[config.mk]
export PLATFORM = sky130hd
export DESIGN_NAME = cshm_counter_bank
export DESIGN_NICKNAME = d
export VERILOG_FILES = /design/src/hdl/cshm_pkg.sv /design/src/hdl/cshm_counter_bank.sv
export SDC_FILE = /design/constraint.sdc
export NUM_CORES = 1
export LEC_CHECK = 0
export ABC_CLOCK_PERIOD_IN_PS = 1900
export BUFFER_PORTS_ARGS = -buffer_cell sky130_fd_sc_hd__buf_2
export CAP_MARGIN = 25
export CORE_MARGIN = 2
export CORE_UTILIZATION = 60
export CTS_BUF_LIST = sky130_fd_sc_hd__clkbuf_4 sky130_fd_sc_hd__clkbuf_8
export CTS_CLUSTER_SIZE = 8
export DETAILED_ROUTE_END_ITERATION = 6
export HOLD_SLACK_MARGIN = 0.08
export PLACE_DENSITY = 0.8
export SLEW_MARGIN = 30
export SYNTH_ARGS = -nofsm -noshare
export SYNTH_HDL_FRONTEND = slang
export SYNTH_SLANG_ARGS = --single-unit
[constraint.sdc]
create_clock -name clk -period 1.9 [get_ports clk]
set_input_delay 0.19 -clock clk [delete_from_list [all_inputs] [get_ports clk]]
set_output_delay 0.19 -clock clk [all_outputs]
set_load 0.02 [all_outputs]
[src/hdl/cshm_pkg.sv]
// ----------------------------------------------------------------------------
// cshm_pkg: shared types and constants
// Sizes, field widths, command and register codes for the closest-string
// scoring block.
// ----------------------------------------------------------------------------
package cshm_pkg;

	localparam int ALPHABET_MAX = 32;
	localparam int STRINGS_MAX  = 64;
	localparam int LENGTH_MAX   = 256;

	// fixed field widths
	localparam int CMD_W    = 2;
	localparam int ROW_W    = 6;
	localparam int POS_W    = 8;
	localparam int VAL_W    = 8;
	localparam int ASIZE_W  = 6;
	localparam int SCOUNT_W = 7;
	localparam int SLEN_W   = 9;
	localparam int CNT_W    = 9;
	localparam int CFG_IW   = 2;
	localparam int CFG_DW   = 9;

	localparam int ALPHA_IW = (ALPHABET_MAX > 1) ? $clog2(ALPHABET_MAX) : 1;
	localparam int STR_IW   = (STRINGS_MAX > 1) ? $clog2(STRINGS_MAX) : 1;
	localparam int REF_AW   = ((STRINGS_MAX * LENGTH_MAX) > 1) ?
		$clog2(STRINGS_MAX * LENGTH_MAX) : 1;

	localparam logic [CNT_W-1:0] COUNTER_TOP = '1;

	localparam logic [CMD_W-1:0] CMD_LETTER = 2'd0;
	localparam logic [CMD_W-1:0] CMD_REF    = 2'd1;
	localparam logic [CMD_W-1:0] CMD_SYMBOL = 2'd2;

	localparam logic [CFG_IW-1:0] CFG_ALPHA_SIZE   = 2'd0;
	localparam logic [CFG_IW-1:0] CFG_STRING_COUNT = 2'd1;
	localparam logic [CFG_IW-1:0] CFG_STRING_LEN   = 2'd2;

	// request to the distance counter bank
	typedef struct packed {
		logic [STR_IW-1:0] rd_addr;
		logic              wr_en;
		logic [STR_IW-1:0] wr_addr;
		logic [CNT_W-1:0]  wr_data;
		logic              clear;
	} cnt_req_t;

endpackage

[src/hdl/cshm_counter_bank.sv]
// ----------------------------------------------------------------------------
// cshm_counter_bank: per-string distance counters
// One write and one registered read per cycle; per-entry valid bits make
// unwritten or cleared entries read as zero, and clear drops them all at once.
// ----------------------------------------------------------------------------
module cshm_counter_bank
	import cshm_pkg::*;
(
	input  logic             clk,
	input  logic             arst_n,
	input  cnt_req_t         req,
	output logic [CNT_W-1:0] rd_data
);

	logic [CNT_W-1:0] mem [STRINGS_MAX];
	logic [STRINGS_MAX-1:0] vld_q;
	logic [CNT_W-1:0] rd_q;
	logic rd_vld_q;

	always_ff @(posedge clk) begin
		if (req.wr_en) begin
			mem[req.wr_addr] <= req.wr_data;
		end
		rd_q <= mem[req.rd_addr];
	end

	always_ff @(posedge clk or negedge arst_n) begin
		if (!arst_n) begin
			vld_q    <= '0;
			rd_vld_q <= 1'b0;
		end else begin
			rd_vld_q <= vld_q[req.rd_addr];
			if (req.clear) begin
				vld_q <= '0;
			end else if (req.wr_en) begin
				vld_q[req.wr_addr] <= 1'b1;
			end
		end
	end

	assign rd_data = rd_vld_q ? rd_q : '0;

endmodule

; Yosys cells after proc, flatten, opt, wreduce, memory -nomap -nowiden
; Memory sizes are Yosys's and may differ from the RTL's. A register that Yosys moved wholly into a read port is not among the register bits.
; Cells that the tools add are included.
[word_totals]
regBits = 65
latchBits = 0
ramBits = 576
mem_bits_ro = 0
input_bits = 25
output_inout_bits = 9
word_cells = 18
memories = 1
[memory_table]
columns = name, words, width, read_ports, rd_ports_with_merged_regs, write_ports, line_no
row1 = mem, 64, 9, 1, 1, 1, cshm_counter_bank.sv:15  ; logic [CNT_W-1:0] mem [STRINGS_MAX];
[op_classes]
add_sub_neg = 0
mul = 0
div_mod_pow = 0
n_lt_le_gt_ge = 3
eq_ne = 0
shift = 0
muxes = 9
bitwise = 1
n_reduce_logical = 2
[op_table]
columns = op, n
row1 = 2-to-1 mux 64 bit, 2
row2 = OR 64 bit, 1
row3 = "< comparator 6 x 7 -> 1 bit, second input constant", 2
row4 = 2-to-1 mux 9 bit, 1
row5 = binary-select mux 1 bit (select 6 bit), 1
row6 = demux 1 bit (select 6 bit), 1
row7 = "greater-or-equal comparator 6 x 1 -> 1 bit, second input constant", 1
row8 = 2-to-1 mux 1 bit, 4
row9 = nonzero test 2 bit, 1
row10 = logical AND 1 bit, 1

; Depth between registers and ports, before layout
; Gate-level depths: netlist of run 1.
[logic_depth]
word_depth = 7
depth_mapped = 9
mapped_depth_nobuf = 5

; Least setup slack after synthesis of run 1
; OpenSTA, ideal clock, no wires.
[synth_timing]
kind = input to register
start = in req[15] (netlist bit)
end = mem mem[48][0] (enable)
setup_time_ns = 0.402
arrival_ns = 1.794
required_time_ns = 1.498
path_slack_ns = -0.296
path_stages = 4
n_path_buf = 1
cell_sequence = clkbuf_1 -> nand3_1 -> or2_2 -> nor4_1
[synth_lines]
columns = element, line_no
row1 = from (decl), cshm_counter_bank.sv:11  ; input cnt_req_t req,
row2 = to (decl), cshm_counter_bank.sv:15
; No word-level cell before the write port.

; Final worst setup path of run 1
[layout_timing]
start = reg rd_vld_q
end = out rd_data[3]
[layout_via]
elab_chain_len = 1
[layout_rtl]
columns = element, line_no
row1 = from (decl), cshm_counter_bank.sv:18  ; logic rd_vld_q;
row2 = from (signal assigned), cshm_counter_bank.sv:32  ; rd_vld_q <= vld_q[req.rd_addr];
row3 = 2-to-1 mux 9 bit, cshm_counter_bank.sv:41  ; assign rd_data = rd_vld_q ? rd_q : '0;
row4 = to (decl), cshm_counter_bank.sv:12  ; output logic [CNT_W-1:0] rd_data
; No other way between the ends.

==> results of run 1 <==
## metrics by stage
| stage | instances | worst slack, ns | util | hold WS, ns | TNS [ns] |
|---|---|---|---|---|---|
| floorplan | 1296 | -0.0574 | - | -0.106 | -1.55 |
| global placement | 1985 | -0.246 | 0.660 | 0.226 | -1.88 |
| detailed placement | 1985 | -0.340 | 0.660 | 0.232 | -2.23 |
| CTS | 2180 | 0.0257 | 0.712 | 0.0819 | 0 |
| global route | 2179 | -0.0162 | 0.713 | 0.111 | -0.0162 |
| finish | 2182 | 0.00583 | 0.714 | 0.0967 | 0 |
## layout make-up
| class | instances | area, µm² |
|---|---|---|
| Multi-Input combinational cell | 571 | 5940 |
| Antenna cell | 3 | 7.51 |
| Timing Repair Buffer | 240 | 2140 |
| Fill cell | 2413 | 12000 |
| Clock inverter | 19 | 143 |
| Tap cell | 539 | 674 |
| Clock buffer | 160 | 1860 |
| Sequential cell | 650 | 19100 |
## worst paths after layout
path,start,end,slack [ns]
setup reg to reg,vld_q[53],rd_vld_q,0.03
setup / recovery,rd_vld_q,rd_data[3],0.006
max in group asynchronous,arst_n,vld_q[57],0.92
min in group asynchronous,arst_n,vld_q[0],0.65
hold / removal,req[9],mem[35][8],0.1
hold reg to reg,vld_q[14],vld_q[14],0.50
## critical path, cell delays in order (launching register included)
cell	delay, ns
dfrtp_2	0.51
and2_1	0.31
buf_2	0.21
## what timing repair did
item | CTS | global route
cloned | 0 | 0
endpoints found under the setup margin | 8 | 7
hold endpoints to repair | 285 | 0
resized for setup | 3 | 15
pin swaps | 0 | 1
setup buffers | 0 | 0
hold buffers | 16 | 0
## synth_stat cells, types with 6 or more instances
library cell / number / area, µm²
mux4_2: 149 / 3360
dfxtp_1: 9 / 180
nand3_1: 8 / 40.0
nand2b_1: 9 / 56.3
mux4_1: 6 / 158
edfxtp_1: 576 / 17300
a21oi_1: 10 / 50.1
mux2i_1: 52 / 521
and2_1: 12 / 75.1
buf_1: 8 / 30.0
o22ai_1: 7 / 43.8
a211oi_1: 12 / 90.1
a22oi_1: 10 / 75.1
nor2_1: 197 / 739
dfrtp_1: 65 / 1630
a221oi_1: 6 / 52.6
nand2_1: 25 / 93.8
buf_6: 6 / 67.6
buf_2: 17 / 85.1
nor2b_1: 13 / 81.3
clkbuf_1: 28 / 105
buf_4: 15 / 113
o221ai_1: 9 / 78.8
## sequential cells by signal, summed over array words and instances, names as in the netlist
| signal | cells |
|---|---|
| mem | 576 |
| rd_q | 9 |
| rd_vld_q | 1 |
| vld_q | 64 |
## layer usage
metal	global-route usage	vias up	routed length (µm)
met3	0.0628	175	6310
met2	0.446	849	28800
met1	0.389	7096	22200
met5	0	-	23
met4	0.104	4	2230
li1	-	5755	-
## report_power, final
group | leakage (nW) | internal [mW] | total, mW | switching (mW)
logic | 3.21 | 0.770 | 1.80 | 1.03
registers | 6.16 | 15.7 | 15.7 | 0.0429
clock network | 1.08 | 6.33 | 11.5 | 5.21
total | 10.5 | 22.8 | 29.1 | 6.29
## cell families after synthesis
| kind of cell | Yosys count | share of synthesized area |
|---|---|---|
| DFF | 650 | 0.752 |
| AOI/OAI and AO/OA | 78 | 0.0233 |
| muxes | 212 | 0.161 |
| buffers and inverters | 75 | 0.0161 |
| and+or+nand+nor | 281 | 0.0471 |
## placed cells by master, fill, tap and decap left out, types with 6 or more instances in the layout
| cell type | count |
|---|---|
| o221ai_1 | 7 |
| clkbuf_4 | 55 |
| and2_1 | 9 |
| a22oi_1 | 10 |
| dlygate4sd3_1 | 15 |
| o22ai_1 | 7 |
| nand2_1 | 25 |
| mux2i_1 | 51 |
| buf_4 | 169 |
| clkbuf_8 | 105 |
| dfrtp_1 | 64 |
| buf_2 | 26 |
| nand2b_1 | 8 |
| buf_12 | 28 |
| nor2_1 | 197 |
| clkinv_1 | 6 |
| a21oi_1 | 10 |
| dfxtp_1 | 9 |
| a211oi_1 | 10 |
| nor2b_1 | 13 |
| nand3_1 | 8 |
| edfxtp_1 | 576 |
| mux4_2 | 150 |
| a221oi_1 | 6 |
==> qor.txt, run 1 <==
Core area -> 0.0419 mm²
Routed Antenna Nets -> 0
Mapped Nets -> 1,321
Vias -> 13,879
CP endpoint kind -> output port
Number of detailed-route iterations in the first pass -> 7
Initial antenna violation count -> 6
H-tree depth -> 3
Finished layout cell area -> 0.0299 mm²
Setup crit start kind -> flop
Register bit total from synthesis -> 650
Via/cell ratio -> 6.36
Worst EP arrival -> 1.70 ns
Clk slew on worst S/H paths -> 0.06 ns
Leakage -> 10.5 nW
Nets -> 1,587
Seq/Total Area, Yosys -> 0.752
Number of synthesized flops with an enable pin -> 576
Avg WL per Cell -> 27.3 µm
Synth cell types -> 43
DRC violations left -> 1
Gpl congestion -> 0.924
Max-cap viol count -> 0
Worst hold path type -> primary input to flop
Worst slew pin tran -> 0.800 ns
Rows -> 75
Initial drt markers -> 2,039
TritonCTS clock tree -> built
Root buffer cell -> clkbuf_8
Async set or reset register ratio after synthesis -> 0.100
Syn Inst Count -> 1,296
CTS Buf Count -> 99
Failing checks -> DRC
Largest net degree at the start of global routing -> 66
Placed inst area -> 0.0276 mm²
Relative slew slack -> 0.467
Status -> finished, violations left
Worst path required time -> 1.71 ns
Detail Placement HPWL -> 36.9 mm
Grt total ovfl -> 0
Starting Density -> 0.607
Vias in the first global route -> 14,198
Fmax -> 0.528 GHz
Largest fanout on the critical path -> 9
Die Width -> 210 µm
Final setup viols -> 0
Max-slew violations -> 0
Maximum clock insertion buffer count -> 3
Hold depth -> 1
Clk sinks -> 650
Synth Flop Type -> edfxtp_1
Maximum vdd drop -> 0.745 mV
Skew final -> 0.0311 ns
Min Tclk post-route -> 1.89 ns
CP Class -> flop to output port
Clk_lat worst skew -> 0.68 ns
Area Overhead vs Synth -> 17.6%
Tot Pwr -> 29.1 mW
Power per cell area -> 974 mW/mm²
Post-Route WL -> 59.5 mm
Post-Syn Area -> 0.0254 mm²
PortBufs -> 33
Fraction of layout cells with a size suffix above 1 -> 0.348
Final period util -> 0.997
Global-route wire length before repair -> 89.1 mm
Syn avg cell area -> 19.6 µm²
Cells on worst reg2reg path -> 4
# IOs -> 34
Hold Violations, Final -> 0
Synthesis Warnings -> 0
Global-route usage over all layers -> 0.280
DIE AREA -> 0.0440 mm²
Die Y -> 210 µm
(Power assumes the default switching activity.)
==> inputs of run 2 (changes only) <==
==> constraint.sdc (replaced) <==
create_clock -name clk -period 1.9 [get_ports clk]
set_input_delay 0.57 -clock clk [delete_from_list [all_inputs] [get_ports clk]]
set_output_delay 0.57 -clock clk [all_outputs]
set_load 0.02 [all_outputs]
==> run 2 against run 1 <==
Effect of this change: worst setup slack got worse by 0.18 ns; clock skew decreased by 0.0081 ns; routed wire length hardly changed; maximum frequency down 8.9%; global-route usage increased by 0.14 points; highest routed layer is now met4; the flow finishes with violations (setup timing); critical path depth is the same; combinational power is 4% higher.
==> qor.txt, run 2 (synthesis gave the netlist of run 1 again) <==
Status -> finished, violations left
Failing checks -> setup timing
Starting Density -> 0.607
Nets -> 1,610
Power per cell area -> 960 mW/mm²
Regs by FF count -> mem: 576 flops, vld_q: 64 flops, rd_q: 9 flops
Gpl congestion -> 0.898
Crit path max-delay family -> flip-flops
Fraction of layout cells with a size suffix above 1 -> 0.385
Relative slew slack -> 0.490
Worst hold path type -> primary input to flop
Via/cell ratio -> 6.30
Multi-input gate area -> 0.00607 mm²
Largest Register -> mem
Initial antenna violation count -> 1
Setup crit start kind -> flop
Root buffer cell -> clkbuf_8
Grt total ovfl -> 0
Avg WL per Cell -> 27.0 µm
Core area -> 0.0419 mm²
TritonCTS clock tree -> built
DP Cell Count -> 2,012
Worst EP arrival -> 1.51 ns
CP endpoint kind -> output port
Leakage -> 10.6 nW
Finished Layout Cells -> 2,201
PortBufs -> 33
Worst slew pin tran -> 0.765 ns
Final setup viols -> 9
CTS Buf Count -> 99
Max-cap viol count -> 0
CP max stage delay -> 0.47 ns
RSZ-0062 raised after global routing -> yes
Initial drt markers -> 1,577
DIE AREA -> 0.0440 mm²
Slowest cell on crit path -> dfrtp_2
Die Width -> 210 µm
Vias in the first global route -> 14,484
Hold Violations, Final -> 0
Vias -> 13,875
Max-slew violations -> 0
CP Cell Sequence -> and2_4, buf_4
Global-route wire length before repair -> 89.6 mm
Commonest cells after routing, fill and taps aside -> 576 x edfxtp_1, 193 x buf_4, 174 x nor2_1, 151 x mux4_2, 110 x clkbuf_8
Finished layout cell area -> 0.0304 mm²
Rows -> 75
Number of flip-flops under the largest register name -> 576
Placed inst area -> 0.0282 mm²
Largest net degree at the start of global routing -> 66
CP Class -> flop to output port
DRC violations left -> 0
Final period util -> 1.09
Clk_lat worst skew -> 0.67 ns
Post-Route WL -> 59.5 mm
Clk slew on worst S/H paths -> 0.06 ns
Clk sinks -> 650
Maximum clock insertion buffer count -> 3
Die Y -> 210 µm
Maximum vdd drop -> 0.862 mV
Global-route usage over all layers -> 0.282
Filler cell count -> 2,308
Detail Placement HPWL -> 37.7 mm
Number of detailed-route iterations in the first pass -> 6
Worst path bufs/invs -> 1
Skew final -> 0.0231 ns
H-tree depth -> 3
Final core occ -> 0.727
Fmax -> 0.481 GHz
Routed Antenna Nets -> 0
Most common cell after layout, fill and taps aside -> edfxtp_1
Setup ws final -> -0.179 ns
Post-place setup slack -> -0.753 ns
Min Tclk post-route -> 2.08 ns
Register area -> 0.0191 mm²
# IOs -> 34
Area Overhead vs Synth -> 19.9%
Worst path required time -> 1.33 ns
Largest fanout on the critical path -> 9
==> run 2: cell types whose count changed in the layout (fill, tap and decap cells not counted), sizes merged <==
cell,previous run,this run
buf,225,262
clkbuf,160,165
clkinv,11,6
clkinvlp,1,3
diode,3,1
dlygate4sd3,15,1
inv,6,2
==> run 2: where the power goes <==
part / internal [mW] / total (mW) / leakage [nW] / switching [mW]
logic: 0.808 / 1.87 / 3.39 / 1.06
registers: 15.7 / 15.7 / 6.16 / 0.0397
clock network: 6.49 / 11.6 / 1.08 / 5.13
==> run 2: final timing paths <==
check	startpoint	endpoint	slack, ns	depth (start not counted)
worst max register to register	vld_q[59]	rd_vld_q	0.04	4
worst min-delay path	req[0]	vld_q[51]	0.31	2
worst max-delay path	rd_vld_q	rd_data[7]	-0.18	2
max in group asynchronous	arst_n	rd_vld_q	1.08	3
worst min register to register	vld_q[7]	vld_q[7]	0.49	2
min in group asynchronous	arst_n	vld_q[0]	0.46	3
==> run 2: final cells by class <==
type,count,share of cell area
timing repair buffer,263,0.0842
clock buffer,165,0.0633
multi-input combinational,571,0.199
antenna,1,0.0000822
sequential,650,0.628
tap,539,0.0222
clock inverter,12,0.00317
==> run 2: worst reg2reg max path: cells and delay by family, from the launching register on <==
kind	cells	cell delay [ns]
AOI/OAI and AO/OA	1	0.21
muxes	2	0.98
and+or+nand+nor	1	0.16
DFF	1	0.41
==> run 2: repair_timing <==
action | 4_1_cts | 5_1_grt
resized for setup | 17 | 13
setup endpoints to repair | 13 | 16
hold endpoints to repair | 65 | 0
buffers inserted | 2 | 8
gates cloned | 0 | 0
pin swaps | 1 | 1
hold buffers | 1 | 0
==> run 2: metrics by stage <==
stage / hold WS [ns] / setup TNS, ns / power (mW)
after floorplan: 0.274 / -105.95 / 16.9
after global placement: 0.472 / -34.84 / 17.8
after detailed placement: 0.484 / -37.91 / 17.8
after CTS: 0.276 / -1.46 / 29.3
after global routing: 0.308 / -1.65 / 30.0
final: 0.311 / -1.39 / 29.2
==> run 2: metal layers <==
metal | vias to the layer above | part of all wire | track usage
met1 | 7114 | 0.37 | 0.378
met4 | 0 | 0.045 | 0.123
met3 | 171 | 0.092 | 0.0548
met2 | 791 | 0.50 | 0.459
li1 | 5799 | - | -
met5 | - | 0 | 0
